$ cat config.mk
export PLATFORM = sky130hd
export DESIGN_NAME = trp_ctrl
export DESIGN_NICKNAME = d
export VERILOG_FILES = /design/src/rtl/core/trp_pkg.sv /design/src/rtl/core/trp_ctrl.sv
export SDC_FILE = /design/constraint.sdc
export NUM_CORES = 1
export LEC_CHECK = 0
export BUFFER_PORTS_ARGS = -buffer_cell sky130_fd_sc_hd__clkbuf_2
export CORE_AREA = 2 2 39 41
export CTS_CLUSTER_DIAMETER = 200
export CTS_CLUSTER_SIZE = 16
export DETAILED_ROUTE_END_ITERATION = 16
export DIE_AREA = 0 0 41 43
export PLACE_DENSITY = 0.48
export SLEW_MARGIN = 15
export SYNTH_ARGS = -nofsm -noshare
export SYNTH_HDL_FRONTEND = slang
export SYNTH_SLANG_ARGS = --single-unit
$ cat constraint.sdc
create_clock -name clk -period 1.2 [get_ports clk]
set_input_delay 0.24 -clock clk [delete_from_list [all_inputs] [get_ports clk]]
set_output_delay 0.24 -clock clk [all_outputs]
set_load 0.02 [all_outputs]
$ cat src/rtl/core/trp_pkg.sv
`default_nettype none
// ----------------------------------------------------------------------------
// trp_pkg
// Shared sizes, codes and types for the trie root prefix replacer: node table
// geometry, word phases, insert status codes and controller/datapath links.
// ----------------------------------------------------------------------------
package trp_pkg;

  // trie geometry
  localparam int NODES    = 1024;
  localparam int ALPHABET = 26;
  localparam int NODE_W   = $clog2(NODES);
  localparam int FREE_W   = NODE_W + 1;
  localparam int SLOTS    = NODES * ALPHABET;
  localparam int SLOT_W   = $clog2(SLOTS);

  // fixed field widths
  localparam int LETTER_W = 5;
  localparam int STATUS_W = 2;

  // per-word walk phase
  typedef enum logic [1:0] {
    PH_WALK = 2'd0,
    PH_STOP = 2'd1,
    PH_FAIL = 2'd2,
    PH_FULL = 2'd3
  } trp_phase_t;

  // insert status codes
  localparam logic [STATUS_W-1:0] ST_ADDED   = 2'd0;
  localparam logic [STATUS_W-1:0] ST_COVERED = 2'd1;
  localparam logic [STATUS_W-1:0] ST_FULL    = 2'd2;

  // result kinds
  localparam logic KIND_TEXT   = 1'b0;
  localparam logic KIND_STATUS = 1'b1;

  // input modes
  localparam logic MODE_INSERT = 1'b0;
  localparam logic MODE_TEXT   = 1'b1;

  // one child slot: child node plus the terminal mark of that child
  typedef struct packed {
    logic              term;
    logic [NODE_W-1:0] child;
  } trp_entry_t;

  // controller to datapath
  typedef struct packed {
    logic clear_step;
    logic start;
    logic commit;
  } trp_cmd_t;

  // datapath to controller
  typedef struct packed {
    logic clear_last;
    logic has_result;
  } trp_sts_t;

  function automatic logic letter_ok(input logic [LETTER_W-1:0] l);
    return 32'(l) < 32'(ALPHABET);
  endfunction

endpackage
`default_nettype wire

$ cat src/rtl/core/trp_ctrl.sv
`default_nettype none
// ----------------------------------------------------------------------------
// trp_ctrl
// Sequencer: clearing pass after reset, request accept, lookup and commit,
// plus the valid flag of the result register.
// ----------------------------------------------------------------------------
module trp_ctrl (
  input  wire logic              clk,
  input  wire logic              rst,
  input  wire logic              in_valid,
  output logic                   in_stall,
  output logic                   out_valid,
  input  wire logic              out_stall,
  output trp_pkg::trp_cmd_t      cmd,
  input  wire trp_pkg::trp_sts_t sts
);
  import trp_pkg::*;

  typedef enum logic [2:0] {
    S_CLEAR = 3'b001,
    S_IDLE  = 3'b010,
    S_LOOK  = 3'b100
  } state_t;

  state_t state;
  state_t state_next;
  logic   can_commit;

  // result register must be free or draining before a result is loaded
  assign can_commit = !sts.has_result || !out_valid || !out_stall;

  assign in_stall       = (state != S_IDLE);
  assign cmd.clear_step = (state == S_CLEAR);
  assign cmd.start      = (state == S_IDLE) && in_valid;
  assign cmd.commit     = (state == S_LOOK) && can_commit;

  // next state
  always_comb begin
    state_next = state;
    unique case (state)
      S_CLEAR: if (sts.clear_last) state_next = S_IDLE;
      S_IDLE:  if (in_valid) state_next = S_LOOK;
      S_LOOK:  if (can_commit) state_next = S_IDLE;
      default: state_next = S_CLEAR;
    endcase
  end

  always_ff @(posedge clk) begin
    if (rst) begin
      state     <= S_CLEAR;
      out_valid <= 1'b0;
    end else begin
      state <= state_next;
      if (cmd.commit && sts.has_result) begin
        out_valid <= 1'b1;
      end else if (!out_stall) begin
        out_valid <= 1'b0;
      end
    end
  end

endmodule
`default_nettype wire
==> results of run 1 <==
==> where the power goes <==
part / leakage (µW) / switching (µW) / total (µW) / internal [µW]
sequential: 0.0000332 / 6.67 / 148 / 142
clock: 0.0000138 / 56.3 / 168 / 112
combinational: 0.000152 / 47.1 / 105 / 58.1
total: 0.000199 / 110 / 422 / 312
==> metal layers <==
metal  GRT usage  routed length (µm)
met5           0                   0
met4      0.0600                   0
met3      0.0157                  44
met2       0.116                 254
met1       0.103                 280
==> cells in the final DEF (no fill, tap or decap), drive strengths merged, types with 2 or more instances in the layout <==
master	synthesis	layout
dfxtp	4	4
nand2	4	4
buf	0	8
inv	2	2
clkbuf	0	10
and2b	2	2
a211oi	2	2
nor2	3	3
==> cell usage after synthesis <==
cell type	n
sky130_fd_sc_hd__nand3_1	1
sky130_fd_sc_hd__a211oi_1	1
sky130_fd_sc_hd__dfxtp_1	4
sky130_fd_sc_hd__o21ai_1	1
sky130_fd_sc_hd__a211oi_2	1
sky130_fd_sc_hd__and3_1	1
sky130_fd_sc_hd__nor3b_2	1
sky130_fd_sc_hd__and2b_4	2
sky130_fd_sc_hd__inv_1	2
sky130_fd_sc_hd__a21o_1	1
sky130_fd_sc_hd__nand2b_1	1
sky130_fd_sc_hd__nand2_1	4
sky130_fd_sc_hd__a221oi_2	1
sky130_fd_sc_hd__a32oi_1	1
sky130_fd_sc_hd__nor2_1	3
==> stage by stage <==
stage	hold WS (ps)	utilization	setup TNS, ps	power, µW
after global routing	223	0.306	-552	447
final	220	0.306	-405	422
after CTS	218	0.292	-484	421
after detailed placement	474	0.226	0	220
after floorplan	305	-	0	192
after global placement	471	0.226	0	220
==> sequential cells by signal, summed over array words and instances (netlist names) <==
register / flops
state: 3
out_valid: 1
==> final cells by class <==
cell class / instances / area share
inverter: 2 / 0.0178
multi-input combinational: 19 / 0.376
timing repair buffer: 15 / 0.308
clock buffer: 3 / 0.0533
sequential: 4 / 0.198
tap: 16 / 0.0473
==> cell families after synthesis <==
family / Yosys count
DFF: 4
buffers and inverters: 2
and+or+nand+nor: 13
AOI/OAI and AO/OA: 6
==> what timing repair did <==
action / 4_1_cts / 5_1_grt
buffers inserted: 3 / 0
gates resized for setup: 12 / 8
pin swaps: 1 / 1
setup endpoints to repair: 4 / 4
==> worst max-delay path, cell delays in order (launching register included) <==
cell and delay, ps:
sky130_fd_sc_hd__dfxtp_2 320, sky130_fd_sc_hd__and2b_4 240, sky130_fd_sc_hd__and3_4 180, sky130_fd_sc_hd__buf_8 100
==> worst paths after layout <==
check,to,startpoint,slack (ps)
max reg2reg,state[1],state[2],60
max,cmd[0],state[1],-130
min,state[2],rst,220
min reg2reg,state[2],state[0],460
==> metrics.yaml, run 1 <==
outcome:
  status: "finished, violations left"
  violations: "setup timing"
logic_synthesis:
  synth_top_family_by_area: "simple AND/OR/NAND/NOR gates"
  syn-mean-instance-area_um2: 8.81
  synthDominantAreaCellType: "sky130_fd_sc_hd__dfxtp_1"
  synth.area.mux_share: 0
  synth-adder-area-share: 0
  ys_ff_latch: 4
  syn-cell-area_um2: 220
  synth_compound_area_frac: 0.256
  post_synth_and_or_nand_nor_area_fraction: 0.347
  synth.top_cells.by_area: "sky130_fd_sc_hd__dfxtp_1, sky130_fd_sc_hd__and2b_4, sky130_fd_sc_hd__a221oi_2"
  seq_area_frac_synth: 0.364
  synth_warn: 0
  post_synthesis_cells: 25
  synth-xor-area-share: 0
  number_of_different_library_cells_in_the_post_synthesis_netlist: 15
  synth_top_cell_area_share: 0.364
  synth_nets: 31
detailed_routing:
  detail_route.drc_violations: 0
  drt_pass1_iterations: 4
  via_count: 243
  avgRoutedWirePerCell_um: 9.83
  vias_per_cell: 4.12
  total_wire_length_after_detailed_routing_um: 580
  antenna_violating_nets_post_route: 0
  detailed_router_s_first_iteration_violation_count: 8
grt:
  global_route_wire_length_before_repair_um: 945
  tot_gr_track_use: 0.0813
  first_global_vias: 254
  maximum_number_of_pins_on_one_net_before_global_route_repair: 5
  grt_remaining_overflow: 0
  antenna_found_initial: 0
placement:
  place_area_um2: 313
  numPlacedInstances: 53
  port-buffer-count: 10
  preCtsSetupSlack_ps: 43.3
  routabilityCongestion: 0.670
clock_tree:
  clkTransAtPathRegs_ps: 40
  cts_buffer_depth: 2
  clock_sink_count: 4
  h_tree_level_count: 1
  tritoncts.num_buffers: 3
  clk_latency_ps: 230
  cts-root-buf: "sky130_fd_sc_hd__clkbuf_4"
  holdBufCountCts: 0
  tritoncts_clock_tree: "done"
sta:
  clock_skew_ps: 2.99
  max_clock_freq_mhz: 754
  rsz_0062_raised_after_global_routing: "yes"
  count_of_final_max_slew_check_failures: 0
  share_of_the_clock_period_used_by_the_worst_path_after_layout: 1.11
  post-route-min-period_ps: 1330
  fin_ws_ps: -127
  tightest_slew_ps: 200
  final-setup-viol-count: 4
  hold_viol_final: 0
  timing.max_slew.rel_slack: 0.867
cells_and_area:
  stdcell_count: 59
  area_growth_pct: 92.0
  num_antenna_cells: 0
  final_net_count: 51
  fillers: 149
  multi_input_comb_area_um2: 159
  postLayoutCellArea_um2: 423
  layout-drive-gt1-share: 0.674
  sequential_standard_cell_area_um2: 83.8
floorplan:
  chipHeight_um: 43
  placement_rows: 14
  die_x_um: 41
  floorplan.initialDensity: 0.159
  core_area_um2: 1380
  design.portCount: 11
  die_area_um2: 1760
pwr:
  leakagePower_uw: 0.000199
  power.density_cell_area_nw_per_um2: 997
  worst_ir_drop_vdd_mv: 0.430
worst_setup_path:
  arrival_ps: 1090
  worstSetupEndpointType: "output pin"
  worstSetupStartpointType: "register"
  start_to_end_type_of_the_worst_setup_path: "register to output pin"
  worst_path_max_fanout: 3
  worst-r2r-cell-count: 4
  cp.required_ps: 960
hold_path:
  whs_path_depth: 2
  timing.hold.worst.class: "input port to register"
run:
  drv.max_cap_violation_count: 0
No activity file was read; power rests on OpenSTA's default activity.
==> run 2, diff against run 1 <==
--- a/config.mk
+++ b/config.mk
@@ -11,6 +11,7 @@
 export CTS_CLUSTER_SIZE = 16
 export DETAILED_ROUTE_END_ITERATION = 16
 export DIE_AREA = 0 0 41 43
+export GPL_TIMING_DRIVEN = 0
 export PLACE_DENSITY = 0.48
 export SLEW_MARGIN = 15
 export SYNTH_ARGS = -nofsm -noshare
==> constraint.sdc (replaced) <==
create_clock -name clk -period 1.5 [get_ports clk]
set_input_delay 0.3 -clock clk [delete_from_list [all_inputs] [get_ports clk]]
set_output_delay 0.3 -clock clk [all_outputs]
set_load 0.02 [all_outputs]
==> metrics.yaml, run 2 (same netlist as run 1, synthesis figures left out) <==
worst_setup_path:
  worst_path_max_fanout: 5
  path_delay_family: "simple AND/OR/NAND/NOR gates"
  worstSetupEndpointType: "output pin"
  cp.required_ps: 1200
  start_to_end_type_of_the_worst_setup_path: "register to output pin"
  timing.critical_path.cells: "and2b_4, and3_1, buf_2"
  critical_path.reg2reg.startpoint: "state[2]"
  worst-path-buf-inv: 1
  cp-startpoint: "state[1]"
  critical_path.max_stage_delay_ps: 370
  critical-path-slowest-cell: "sky130_fd_sc_hd__dfxtp_1"
  worstSetupStartpointType: "register"
  arrival_ps: 1160
floorplan:
  core_area_um2: 1380
  chipHeight_um: 43
  design.portCount: 11
  placement_rows: 14
  floorplan.initialDensity: 0.159
  die_x_um: 41
  die_area_um2: 1760
hold_path:
  timing.hold.worst.class: "input port to register"
  hp-start: "rst"
detailed_routing:
  detailed_router_s_first_iteration_violation_count: 2
  drt_pass1_iterations: 2
  via_count: 227
  vias_per_cell: 4.13
  antenna_violating_nets_post_route: 0
  total_wire_length_after_detailed_routing_um: 447
  avgRoutedWirePerCell_um: 8.13
  detail_route.drc_violations: 0
grt:
  maximum_number_of_pins_on_one_net_before_global_route_repair: 6
  tot_gr_track_use: 0.0653
  grt_remaining_overflow: 0
  antenna_found_initial: 0
  first_global_vias: 185
  global_route_wire_length_before_repair_um: 710
sta:
  max_clock_freq_mhz: 683
  timing.max_slew.rel_slack: 0.871
  finalSetupTns_ps: 0
  share_of_the_clock_period_used_by_the_worst_path_after_layout: 0.976
  rsz_0062_raised_after_global_routing: "no"
  hold_slack_ps: 272
  tightest_slew_ps: 193
  hold_viol_final: 0
  count_of_final_max_slew_check_failures: 0
  clock_skew_ps: 7.99
  final-setup-viol-count: 0
  post-route-min-period_ps: 1460
clock_tree:
  cts_buffer_depth: 2
  cts-root-buf: "sky130_fd_sc_hd__clkbuf_4"
  tritoncts_clock_tree: "done"
  clk_latency_ps: 240
  h_tree_level_count: 1
  clkTransAtPathRegs_ps: 40
  clock_sink_count: 4
  tritoncts.num_buffers: 3
placement:
  place_area_um2: 290
  port-buffer-count: 10
  routabilityCongestion: 0.690
cells_and_area:
  top_regs: "state: 3 flops, out_valid: 1 flops"
  layout-drive-gt1-share: 0.513
  layout_commonest_cell: "sky130_fd_sc_hd__clkbuf_2"
  final_cell_mix: "sky130_fd_sc_hd__clkbuf_2, sky130_fd_sc_hd__nand2_1, sky130_fd_sc_hd__nor2_1, sky130_fd_sc_hd__clkbuf_4, sky130_fd_sc_hd__dfxtp_1"
  num_antenna_cells: 0
  postLayoutCellArea_um2: 324
  area_growth_pct: 47.2
  top_register: "state"
  final_net_count: 47
  largest_register_ffs: 3
outcome:
  status: "complete, no violations"
pwr:
  power.density_cell_area_nw_per_um2: 948
  leakagePower_uw: 0.000156
  worst_ir_drop_vdd_mv: 0.391
run:
  drv.max_cap_violation_count: 0
## run 2: cell count changes in the layout (fill, tap and decap cells not counted), sizes merged
cell / delta
buf: -5
clkbuf: +1
## run 2: power breakdown
group,leakage [µW],switching [µW],internal [µW]
clock,0.0000138,45.5,89.5
combinational,0.000109,26.9,26.6
sequential,0.0000332,6.37,112
total,0.000156,78.7,228
## run 2: final timing paths
kind | end | slack, ps | cells after the start
max reg2reg | state[1] | 360 | 4
min | state[2] | 270 | 2
max | cmd[0] | 40 | 3
min reg2reg | state[2] | 500 | 1
## run 2: cell type report
| type | instances | area [µm²] |
|---|---|---|
| Clock buffer | 3 | 22.5 |
| Sequential cell | 4 | 81.3 |
| Tap cell | 16 | 20.0 |
| Inverter | 2 | 7.51 |
| Multi-Input combinational cell | 19 | 133 |
| Fill cell | 156 | 1060 |
| Timing Repair Buffer | 11 | 60.1 |
## run 2: stage by stage
step           instances  worst slack (ps)  utilization  power, µW
3_5_place_dp          51               276        0.210        170
3_3_place_gp          51               281        0.210        171
6_report              55              36.3        0.234        307
4_1_cts               54              8.46        0.226        310
2_1_floorplan         25               140            -        152
5_1_grt               55              1.48        0.234        322
## run 2: repair_timing
action	in CTS	in global routing
gates resized for setup	0	4
setup buffers	0	1
setup endpoints to repair	0	2
hold buffers	0	0
## run 2: metal layers
layer / global-route usage / wire length [µm]
met5: 0 / 0
met4: 0.0400 / 10
met3: 0.0628 / 49
met2: 0.0688 / 181
met1: 0.0806 / 205
==> run 3, diff against run 2 <==
--- a/config.mk
+++ b/config.mk
@@ -13,6 +13,7 @@
 export DIE_AREA = 0 0 41 43
 export GPL_TIMING_DRIVEN = 0
 export PLACE_DENSITY = 0.48
+export RECOVER_POWER = 100
 export SLEW_MARGIN = 15
 export SYNTH_ARGS = -nofsm -noshare
 export SYNTH_HDL_FRONTEND = slang
==> metrics.yaml, run 3 (same netlist as run 1, synthesis figures left out) <==
outcome:
  status: "complete, no violations"
sta:
  hold_viol_final: 0
  timing.max_slew.rel_slack: 0.834
  share_of_the_clock_period_used_by_the_worst_path_after_layout: 0.979
  rsz_0062_raised_after_global_routing: "no"
  count_of_final_max_slew_check_failures: 0
  final-setup-viol-count: 0
  finalSetupTns_ps: 0
  post-route-min-period_ps: 1470
  clock_skew_ps: 8.04
  tightest_slew_ps: 250
  max_clock_freq_mhz: 681
grt:
  grt_most_used_layer: "met1"
  antenna_found_initial: 0
  met2_track_demand_over_resource: 0.0688
  tot_gr_track_use: 0.0653
  global_route.usage.met1: 0.0806
  first_global_vias: 185
  global_route_wire_length_before_repair_um: 710
  grt_remaining_overflow: 0
  maximum_number_of_pins_on_one_net_before_global_route_repair: 6
  met3_track_usage_gr: 0.0628
floorplan:
  die_area_um2: 1760
  design.portCount: 11
  chipHeight_um: 43
  core_area_um2: 1380
  die_x_um: 41
  floorplan.initialDensity: 0.159
  placement_rows: 14
clock_tree:
  tritoncts_clock_tree: "done"
  holdBufCountCts: 0
  cts-root-buf: "sky130_fd_sc_hd__clkbuf_4"
  clock_sink_count: 4
  clkTransAtPathRegs_ps: 40
  cts_buffer_depth: 2
  h_tree_level_count: 1
  clk_latency_ps: 240
  tritoncts.num_buffers: 3
pwr:
  cell_internal_power_uw: 228
  clock_power_share: 0.442
  power.density_cell_area_nw_per_um2: 973
  power.combinational.fraction: 0.171
  leakagePower_uw: 0.000152
  post-layout-total-power_uw: 307
  worst_ir_drop_vdd_mv: 0.393
  seq_power_share: 0.387
  power_switching_uw: 78.7
  sw_frac_of_total: 0.257
worst_setup_path:
  start_to_end_type_of_the_worst_setup_path: "register to output pin"
  worstSetupStartpointType: "register"
  worst-r2r-cell-count: 4
  arrival_ps: 1170
  worst_path_max_fanout: 5
  cp.required_ps: 1200
  worstSetupEndpointType: "output pin"
detailed_routing:
  vias_per_cell: 4.05
  drt_pass1_iterations: 2
  via_count: 223
  detail_route.drc_violations: 0
  detailed_router_s_first_iteration_violation_count: 5
  antenna_violating_nets_post_route: 0
  avgRoutedWirePerCell_um: 8.51
  total_wire_length_after_detailed_routing_um: 468
cells_and_area:
  final_cell_mix: "sky130_fd_sc_hd__clkbuf_2, sky130_fd_sc_hd__nand2_1, sky130_fd_sc_hd__nor2_1, sky130_fd_sc_hd__clkbuf_4, sky130_fd_sc_hd__dfxtp_1"
  fillers: 157
  layout-drive-gt1-share: 0.462
  largest_register_ffs: 3
  final_net_count: 47
  postLayoutCellArea_um2: 315
  area_growth_pct: 43.2
  num_antenna_cells: 0
  top_register: "state"
  top_regs: "state: 3 flops, out_valid: 1 flops"
  layout_commonest_cell: "sky130_fd_sc_hd__clkbuf_2"
hold_path:
  timing.hold.worst.class: "input port to register"
  whs_path_depth: 2
run:
  drv.max_cap_violation_count: 0
placement:
  port-buffer-count: 10
  routabilityCongestion: 0.690
  place_area_um2: 290
-- run 3: worst max-delay path, cell delays in order (launching register included) --
cell and delay [ps]:
sky130_fd_sc_hd__dfxtp_1 380, sky130_fd_sc_hd__and2b_4 230, sky130_fd_sc_hd__and3_1 170, sky130_fd_sc_hd__buf_2 150
-- run 3: final cells by class --
cell class,instances,area [µm²],area share
multi-input combinational,19,128,0.405
sequential,4,81.3,0.258
timing repair buffer,11,56.3,0.179
clock buffer,3,22.5,0.0714
tap,16,20.0,0.0635
inverter,2,7.51,0.0238
-- run 3: power by group through the flow --
stage	sequential (µW)	combinational, µW	clock (µW)
detailed placement	120	50.0	0
finish	119	52.6	135
global route	119	57.2	144
global placement	120	50.5	0
floorplan	119	33.0	0
CTS	119	50.3	141
-- run 3: through the flow --
| stage | util | setup slack [ps] | hold WS, ps | std cells |
|---|---|---|---|---|
| finish | 0.228 | 31.5 | 276 | 55 |
| detailed placement | 0.210 | 276 | 506 | 51 |
| CTS | 0.226 | 8.46 | 276 | 54 |
| global placement | 0.210 | 281 | 504 | 51 |
| floorplan | - | 140 | 365 | 25 |
| global route | 0.228 | 1.48 | 294 | 55 |
-- run 3: worst paths after layout --
path	from	to	slack (ps)
max	state[1]	cmd[0]	30
min	rst	state[2]	280
max reg2reg	state[2]	state[1]	360
min reg2reg	state[0]	state[2]	500
-- run 3: routing by layer --
metal,part of all wire,up-vias
met5,0,-
met4,0.021,0
met3,0.10,2
met2,0.38,10
met1,0.49,93
li1,-,118
-- run 3: timing repair --
item / 4_1_cts / 5_1_grt
setup buffers: 0 / 1
resized for setup: 0 / 4
hold endpoints to repair: 0 / 0
setup endpoints to repair: 0 / 2
